--- src/hdl/isa_pkg.sv ---
// Shared constants, codes and control types for the indexed stack array.
package isa_pkg;

  localparam int DEPTH  = 64;
  localparam int ADDR_W = 6;
  localparam int CNT_W  = 7;
  localparam int WORD_W = 32;
  localparam int OP_W   = 3;
  localparam int ST_W   = 2;
  localparam int TDATA_IN_W  = 48;
  localparam int TDATA_OUT_W = 48;

  // Operation codes
  localparam logic [OP_W-1:0] OP_PUSH   = 3'd0;
  localparam logic [OP_W-1:0] OP_POP    = 3'd1;
  localparam logic [OP_W-1:0] OP_PEEK   = 3'd2;
  localparam logic [OP_W-1:0] OP_GET    = 3'd3;
  localparam logic [OP_W-1:0] OP_SET    = 3'd4;
  localparam logic [OP_W-1:0] OP_REMOVE = 3'd5;

  // Result status codes
  localparam logic [ST_W-1:0] ST_OK     = 2'd0;
  localparam logic [ST_W-1:0] ST_FULL   = 2'd1;
  localparam logic [ST_W-1:0] ST_EMPTY  = 2'd2;
  localparam logic [ST_W-1:0] ST_BADIDX = 2'd3;

  // Commands from the controller to the datapath
  typedef struct packed {
    logic load;        // capture the accepted item
    logic rd_issue;    // read the word for pop, peek or get
    logic shift_init;  // set the shift pointer just above the removed slot
    logic shift_rd;    // read the word at the shift pointer
    logic shift_wr;    // write it one slot down and advance
    logic commit;      // apply the operation and load the result register
  } isa_cmd_t;

  // Status from the datapath to the controller
  typedef struct packed {
    logic need_read;   // operation succeeds and returns a stored word
    logic need_shift;  // successful remove with words above the index
    logic shift_last;  // the current shift moves the top word
    logic out_free;    // result register can take a new result
  } isa_stat_t;

endpackage

--- src/hdl/isa_ctrl.sv ---
// Controller state machine that sequences one operation at a time.
module isa_ctrl (
  input  logic               clk,
  input  logic               rst,
  input  logic               in_valid,
  output logic               in_ready,
  input  isa_pkg::isa_stat_t stat,
  output isa_pkg::isa_cmd_t  cmd
);

  localparam logic [2:0] S_IDLE     = 3'd0;
  localparam logic [2:0] S_EXEC     = 3'd1;
  localparam logic [2:0] S_SHIFT_RD = 3'd2;
  localparam logic [2:0] S_SHIFT_WR = 3'd3;
  localparam logic [2:0] S_DONE     = 3'd4;

  logic [2:0] state;
  logic [2:0] state_next;

  assign in_ready = (state == S_IDLE);

  // Decode state into datapath commands and pick the next state
  always_comb begin
    cmd        = '0;
    state_next = state;
    case (state)
      S_IDLE: begin
        if (in_valid) begin
          cmd.load   = 1'b1;
          state_next = S_EXEC;
        end
      end
      S_EXEC: begin
        if (stat.need_read) begin
          cmd.rd_issue = 1'b1;
          state_next   = S_DONE;
        end else if (stat.need_shift) begin
          cmd.shift_init = 1'b1;
          state_next     = S_SHIFT_RD;
        end else begin
          state_next = S_DONE;
        end
      end
      S_SHIFT_RD: begin
        cmd.shift_rd = 1'b1;
        state_next   = S_SHIFT_WR;
      end
      S_SHIFT_WR: begin
        cmd.shift_wr = 1'b1;
        state_next   = stat.shift_last ? S_DONE : S_SHIFT_RD;
      end
      S_DONE: begin
        if (stat.out_free) begin
          cmd.commit = 1'b1;
          state_next = S_IDLE;
        end
      end
      default: begin
        state_next = S_IDLE;
      end
    endcase
  end

  // Advance state
  always_ff @(posedge clk) begin
    if (rst) begin
      state <= S_IDLE;
    end else begin
      state <= state_next;
    end
  end

endmodule

--- src/hdl/isa_datapath.sv ---
// Datapath: slot memory, fill count, capacity register and result register.
module isa_datapath (
  input  logic                             clk,
  input  logic                             rst,
  input  isa_pkg::isa_cmd_t                cmd,
  output isa_pkg::isa_stat_t               stat,
  input  logic [isa_pkg::OP_W-1:0]         in_opcode,
  input  logic [isa_pkg::ADDR_W-1:0]       in_index,
  input  logic [isa_pkg::WORD_W-1:0]       in_value,
  input  logic                             cfg_we,
  input  logic [isa_pkg::CNT_W-1:0]        cfg_capacity,
  output logic                             out_valid,
  input  logic                             out_ready,
  output logic [isa_pkg::ST_W-1:0]         out_status,
  output logic [isa_pkg::WORD_W-1:0]       out_data,
  output logic [isa_pkg::CNT_W-1:0]        out_count
);

  localparam logic [isa_pkg::CNT_W-1:0] DEPTH_CNT = isa_pkg::CNT_W'(isa_pkg::DEPTH);
  localparam logic [isa_pkg::CNT_W-1:0] ONE_CNT   = isa_pkg::CNT_W'(1);

  logic [isa_pkg::WORD_W-1:0] mem [isa_pkg::DEPTH];

  logic [isa_pkg::OP_W-1:0]   op_q;
  logic [isa_pkg::ADDR_W-1:0] idx_q;
  logic [isa_pkg::WORD_W-1:0] val_q;
  logic [isa_pkg::CNT_W-1:0]  count;
  logic [isa_pkg::CNT_W-1:0]  count_next;
  logic [isa_pkg::CNT_W-1:0]  capacity;
  logic [isa_pkg::ADDR_W-1:0] ptr;
  logic [isa_pkg::WORD_W-1:0] rdata;

  logic [isa_pkg::CNT_W-1:0]  cap_eff;
  logic [isa_pkg::CNT_W-1:0]  idx_ext;
  logic [isa_pkg::CNT_W-1:0]  count_m1;
  logic                       is_push, is_pop, is_peek, is_get, is_set, is_remove;
  logic                       err_full, err_empty, err_idx, op_ok;
  logic [isa_pkg::ST_W-1:0]   status_code;
  logic                       rd_en;
  logic [isa_pkg::ADDR_W-1:0] rd_addr;
  logic                       we;
  logic [isa_pkg::ADDR_W-1:0] wr_addr;
  logic [isa_pkg::WORD_W-1:0] wr_data;

  // Decode the captured operation and check it against the count
  always_comb begin
    is_push   = (op_q == isa_pkg::OP_PUSH);
    is_pop    = (op_q == isa_pkg::OP_POP);
    is_peek   = (op_q == isa_pkg::OP_PEEK);
    is_get    = (op_q == isa_pkg::OP_GET);
    is_set    = (op_q == isa_pkg::OP_SET);
    is_remove = (op_q == isa_pkg::OP_REMOVE);
    cap_eff   = (capacity > DEPTH_CNT) ? DEPTH_CNT : capacity;
    idx_ext   = {1'b0, idx_q};
    count_m1  = count - ONE_CNT;
    err_full  = is_push && (count >= cap_eff);
    err_empty = (is_pop || is_peek) && (count == '0);
    err_idx   = (is_get || is_set || is_remove) && (idx_ext >= count);
    op_ok     = !(err_full || err_empty || err_idx);
    if (err_full) begin
      status_code = isa_pkg::ST_FULL;
    end else if (err_empty) begin
      status_code = isa_pkg::ST_EMPTY;
    end else if (err_idx) begin
      status_code = isa_pkg::ST_BADIDX;
    end else begin
      status_code = isa_pkg::ST_OK;
    end
  end

  // Report status to the controller
  always_comb begin
    stat.need_read  = op_ok && (is_pop || is_peek || is_get);
    stat.need_shift = op_ok && is_remove && ((idx_ext + ONE_CNT) < count);
    stat.shift_last = (({1'b0, ptr} + ONE_CNT) == count);
    stat.out_free   = !out_valid || out_ready;
  end

  // Select memory read and write ports
  always_comb begin
    rd_en   = cmd.rd_issue || cmd.shift_rd;
    if (cmd.shift_rd) begin
      rd_addr = ptr;
    end else if (is_get) begin
      rd_addr = idx_q;
    end else begin
      rd_addr = count_m1[isa_pkg::ADDR_W-1:0];
    end
    we      = cmd.shift_wr || (cmd.commit && op_ok && (is_push || is_set));
    if (cmd.shift_wr) begin
      wr_addr = ptr - isa_pkg::ADDR_W'(1);
      wr_data = rdata;
    end else if (is_push) begin
      wr_addr = count[isa_pkg::ADDR_W-1:0];
      wr_data = val_q;
    end else begin
      wr_addr = idx_q;
      wr_data = val_q;
    end
  end

  // Slot memory with registered read data
  always_ff @(posedge clk) begin
    if (we) begin
      mem[wr_addr] <= wr_data;
    end
    if (rd_en) begin
      rdata <= mem[rd_addr];
    end
  end

  // Work out the count after the operation
  always_comb begin
    count_next = count;
    if (op_ok && is_push) begin
      count_next = count + ONE_CNT;
    end else if (op_ok && (is_pop || is_remove)) begin
      count_next = count_m1;
    end
  end

  // Capture the item and step the shift pointer
  always_ff @(posedge clk) begin
    if (cmd.load) begin
      op_q  <= in_opcode;
      idx_q <= in_index;
      val_q <= in_value;
    end
    if (cmd.shift_init) begin
      ptr <= idx_q + isa_pkg::ADDR_W'(1);
    end else if (cmd.shift_wr) begin
      ptr <= ptr + isa_pkg::ADDR_W'(1);
    end
  end

  // Hold the fill count and capacity
  always_ff @(posedge clk) begin
    if (rst) begin
      count    <= '0;
      capacity <= DEPTH_CNT;
    end else begin
      if (cmd.commit) begin
        count <= count_next;
      end
      if (cfg_we) begin
        capacity <= cfg_capacity;
      end
    end
  end

  // Result register: load on commit, drop when the transfer completes
  always_ff @(posedge clk) begin
    if (rst) begin
      out_valid <= 1'b0;
    end else if (cmd.commit) begin
      out_valid <= 1'b1;
    end else if (out_ready) begin
      out_valid <= 1'b0;
    end
  end

  always_ff @(posedge clk) begin
    if (cmd.commit) begin
      out_status <= status_code;
      out_data   <= stat.need_read ? rdata : '0;
      out_count  <= count_next;
    end
  end

endmodule

--- src/hdl/indexed_stack_array_core.sv ---
// Bounded stack of 64 words of 32 bits with indexed get, set and remove.
// One item is in work at a time. Push, pop, peek, get, set, errors and
// unknown opcodes each pass from one transfer in to the next transfer in through
// capture, execute with the slot memory read, and commit to the result register.
// A successful remove with words above its index adds a shift pass before
// commit: the single-port-write slot memory moves each such word down one
// place, with a read state and then a write state for each word. The
// result register lets the next item be taken while the previous result still
// waits downstream; the block only stalls at commit when that register is still
// full. The capacity register (reset 64, values above 64 act as 64) is written
// through the cfg channel, which is always ready. There is no clearing pass after reset.
module indexed_stack_array_core (
  input  logic        clk,
  input  logic        rst,
  input  logic        s_axis_tvalid,
  output logic        s_axis_tready,
  input  logic [47:0] s_axis_tdata,   // opcode[2:0], index[8:3], value[40:9], zero[47:41]
  output logic        m_axis_tvalid,
  input  logic        m_axis_tready,
  output logic [47:0] m_axis_tdata,   // status[1:0], data[33:2], count[40:34], zero[47:41]
  input  logic        cfg_valid,
  output logic        cfg_ready,
  input  logic [6:0]  cfg_data        // capacity
);

  isa_pkg::isa_cmd_t  cmd;
  isa_pkg::isa_stat_t stat;

  logic [isa_pkg::ST_W-1:0]   out_status;
  logic [isa_pkg::WORD_W-1:0] out_data;
  logic [isa_pkg::CNT_W-1:0]  out_count;

  assign cfg_ready = 1'b1;

  isa_ctrl u_ctrl (
    .clk      (clk),
    .rst      (rst),
    .in_valid (s_axis_tvalid),
    .in_ready (s_axis_tready),
    .stat     (stat),
    .cmd      (cmd)
  );

  isa_datapath u_datapath (
    .clk          (clk),
    .rst          (rst),
    .cmd          (cmd),
    .stat         (stat),
    .in_opcode    (s_axis_tdata[2:0]),
    .in_index     (s_axis_tdata[8:3]),
    .in_value     (s_axis_tdata[40:9]),
    .cfg_we       (cfg_valid && cfg_ready),
    .cfg_capacity (cfg_data),
    .out_valid    (m_axis_tvalid),
    .out_ready    (m_axis_tready),
    .out_status   (out_status),
    .out_data     (out_data),
    .out_count    (out_count)
  );

  // Pack the result
  assign m_axis_tdata = {7'd0, out_count, out_data, out_status};

`ifndef SYNTHESIS
  // One item in work: input closes right after a transfer in
  a_one_in_flight: assert property (@(posedge clk) disable iff (rst)
    (s_axis_tvalid && s_axis_tready) |=> !s_axis_tready)
    else $error("input accepted while an item is in work");

  // Commit only when the result register can take the result
  a_commit_free: assert property (@(posedge clk) disable iff (rst)
    cmd.commit |-> stat.out_free)
    else $error("commit while result register is occupied");

  // A commit presents a result on the next cycle
  a_commit_shows: assert property (@(posedge clk) disable iff (rst)
    cmd.commit |=> m_axis_tvalid)
    else $error("committed result not presented");

  // Fill count never exceeds the slot count
  a_count_bound: assert property (@(posedge clk) disable iff (rst)
    m_axis_tvalid |-> (out_count <= isa_pkg::CNT_W'(isa_pkg::DEPTH)))
    else $error("result count beyond depth");
`endif

endmodule

--- config.mk ---
export PLATFORM = sky130hd
export DESIGN_NAME = indexed_stack_array_core
export DESIGN_NICKNAME = d
export VERILOG_FILES = /design/src/hdl/isa_pkg.sv /design/src/hdl/isa_ctrl.sv /design/src/hdl/isa_datapath.sv /design/src/hdl/indexed_stack_array_core.sv
export SDC_FILE = /design/constraint.sdc
export NUM_CORES = 2
export LEC_CHECK = 0
export ABC_CLOCK_PERIOD_IN_PS = 6200
export BUFFER_PORTS_ARGS = -buffer_cell sky130_fd_sc_hd__buf_2
export CAP_MARGIN = 20
export CORE_ASPECT_RATIO = 0.5
export CORE_MARGIN = 4
export CORE_UTILIZATION = 35
export CTS_BUF_LIST = sky130_fd_sc_hd__clkbuf_8
export CTS_CLUSTER_DIAMETER = 50
export DETAILED_ROUTE_END_ITERATION = 6
export PLACE_DENSITY_LB_ADDON = 0.15
export REMOVE_ABC_BUFFERS = 1
export SKIP_LAST_GASP = 1
export SYNTH_ARGS = -nofsm -noshare
export SYNTH_HDL_FRONTEND = slang
export SYNTH_SLANG_ARGS = --single-unit
--- constraint.sdc ---
create_clock -name clk -period 6.2 [get_ports clk]
set_input_delay 1.24 -clock clk [delete_from_list [all_inputs] [get_ports clk]]
set_output_delay 1.24 -clock clk [all_outputs]
set_load 0.02 [all_outputs]
==> impl_metrics.toml <==
[place]
dp_hpwl_um = 158000
pre_cts_ws_ns = 1.14
placedCellCount = 8434
gp_congestion = 0.834
place.port_buffers = 95

[clock_network]
clockBufferDepth = 4
clkSlewWorstSetupHoldPaths_ns = 0.07
postCtsHoldBufs = 0
cts_tree = "yes"
cts_resized = 0
clock_sinks = 2186
root_buffer = "clkbuf_8"
htreeDepth = 5
clk_latency_ns = 0.97
cts_buffers = 337
cts_setup_buffers = 0

[grt]
overflow = 0
grt_pass1_wl_um = 369000
grt_use_total_pct = 20.5
grt_pass1_vias = 48300
grt_max_degree = 140
antenna_found_initial = 26

[sta]
rsz0062_at_grt = "no"
fin_skew_ns = 0.0601
fmax_ghz = 0.189
worst_pin_slew_ns = 1.25
drv_slew = 0
fin_crit_ns = 5.28
relSlewSlack_pct = 15.8
setup_ws_ns = 0.922
hold-worst-slack_ns = 0.468
period_share_pct = 85.1
hold_viol_final = 0
setup_viol = 0

[synthesis]
syn_area_um2 = 86100
syn-mean-instance-area_um2 = 16.8
synth_edf_count = 2168
yosysSeqAreaShare_pct = 76.1
synth-seq-cells = 2186
syn_inst = 5132
synth.most_common_cell = "edfxtp_1"
netlist_top_cells_area = "edfxtp_1 (76%), mux4_2 (8.1%), nand2_1 (3.8%)"
synth_cell_types = 65
yosys.area.top_type = "edfxtp_1"
async_flop_share_pct = 0
synth_flop_cell = "edfxtp_1"
synth_warnings = 0
yosys-top-cells-count = "edfxtp_1 (2168), nand2_1 (865), nand3_1 (577)"
synth_top_area_share_pct = 75.6

[min_path]
hold_start = "s_axis_tdata[23]"
holdCritPathClass = "input port to flop"
hold_depth = 1

[detailed_routing]
routed_via_density = 5.49
vias = 49600
firstDrtPassIters = 6
drc = 0
drtIter0Drc = 5993
routed_wl_um = 266000
detail-route-antenna-nets = 0
wl_per_cell_um = 29.4

[job]
maxCapViolCount = 0

[floorplanning]
core_area_um2 = 244000
initial_utilization_pct = 35.3
die_h_um = 359
row_count = 128
die_x_um = 709
num_io_pins = 111
fp.dieArea_um2 = 254000

[power]
cellLeakagePower_uw = 0.0315
p_comb_share_pct = 6.5
p_per_area_nw_per_um2 = 299
ir_drop_uv = 139
seqPwrFrac_pct = 56.0
switching_power_uw = 7000
switching_share_pct = 23.9
clkPwrFrac_pct = 37.5
power_uw = 29300
p_int_uw = 22300

[worst_setup_path]
rr_startpoint = "u_datapath.count[0]"
critPathLaunch = "u_datapath.count[0]"
worstPathRequired_ns = 6.83
crit_fanout = 15
path_class = "flop to flop"
start_kind = "flop"
r2r_cells = 11
cp.arrival_ns = 5.90
critPathCaptureType = "flop"

[outcome]
outcome = "finished clean"

[finish]
area_growth_pct = 13.8
nFillCells = 22300
drive_above_1_share_pct = 21.2
finalNonFillerCells = 9026
fin_nets = 5613
power groups by stage:
stage	sequential [µW]	combinational, µW	clock (µW)
after floorplan	16700	1370	0
after global placement	16700	1860	0
after detailed placement	16700	1890	0
after CTS	16400	1900	11300
after global routing	16400	2040	11900
final	16400	1900	11000
routing by layer:
layer | wire (µm) | GRT usage, % | vias to the layer above | part of all wire, %
met5 | 27 | 0 | - | 0.010
met4 | 4670 | 4.26 | 4 | 1.8
met3 | 26300 | 5.39 | 354 | 9.9
met2 | 111000 | 28.9 | 2201 | 42
met1 | 123000 | 31.6 | 26200 | 46
li1 | - | - | 20900 | -
worst max-delay path, stage by stage, from the launching register on:
cell and delay [ns]:
dfxtp_1 0.76, inv_1 0.16, ha_1 0.30, xor2_1 0.17
mux2i_1 0.33, o31ai_4 1.01, buf_4 0.40, nand3_1 0.10
nand3_1 0.28, nand3_1 0.16, o21ai_0 0.99, nand3_1 0.23
registers in the layout, summed over array words and instances (netlist names):
register	flops
u_datapath.val_q	32
u_datapath.count	7
u_datapath.mem	2048
u_datapath.op_q	3
u_datapath.out_status	2
u_datapath.rdata	32
u_datapath.ptr	6
u_datapath.idx_q	6
u_datapath.out_count	7
u_datapath.capacity	7
u_datapath.out_valid	1
u_datapath.out_data	32
u_ctrl.state	3
cell type report:
cell class | instances | area (µm²) | area share (%)
timing repair buffer | 361 | 2890 | 2.95
clock buffer | 344 | 4730 | 4.83
antenna | 5 | 12.5 | 0.0128
inverter | 19 | 71.3 | 0.0728
clock inverter | 239 | 1120 | 1.14
tap | 3250 | 4070 | 4.15
sequential | 2186 | 65500 | 66.8
multi-input combinational | 2622 | 19600 | 20.0
stage by stage:
stage          setup TNS (ns)  util, %  cell area, µm²
4_1_cts                     0     40.1           97900
6_report                    0     40.1           98000
3_5_place_dp                0     37.7           92000
5_1_grt                     0     40.1           98000
3_3_place_gp                0     37.7           92000
2_1_floorplan         -351.75        -           84700
path summary, 6_finish.rpt:
kind,endpoint,slack [ns]
setup reg to reg,u_datapath.rdata[19],0.92
hold reg to reg,u_datapath.capacity[0],0.50
hold / removal,u_datapath.val_q[14],0.47
setup / recovery,u_datapath.rdata[19],0.92
kinds of logic after synthesis:
family                   after synthesis  synth area share (%)
AO/OA/AOI/OAI                        351                  2.64
XOR/XNOR                              28                 0.285
adder cells (fa/ha/maj)               26                 0.378
buffers and inverters                330                  1.74
flip-flops                          2186                  76.1
multiplexers                         401                  9.28
other                                  2               0.00873
AND/OR/NAND/NOR                     1808                  9.61
layout by cell type (no fill, tap or decap), types with 12 or more instances in the layout:
master,n
mux4_2,311
o2111ai_1,32
nor2_1,35
nand2b_1,37
nor3_2,65
clkinv_2,30
mux2i_1,23
buf_12,30
a32oi_1,32
ha_1,26
o21ai_0,78
nor4_1,31
mux2_2,67
nand4_1,35
edfxtp_1,2168
clkinv_1,78
xnor2_1,19
nand2_1,865
nor3_1,14
inv_1,131
a31oi_1,65
a311oi_1,12
dfxtp_1,18
clkbuf_8,344
a21oi_1,81
nand3_1,577
buf_2,95
buf_4,233
and2_1,33
nor2b_1,66
and3_1,16
Note: power is estimated with default switching activity, not from simulation.
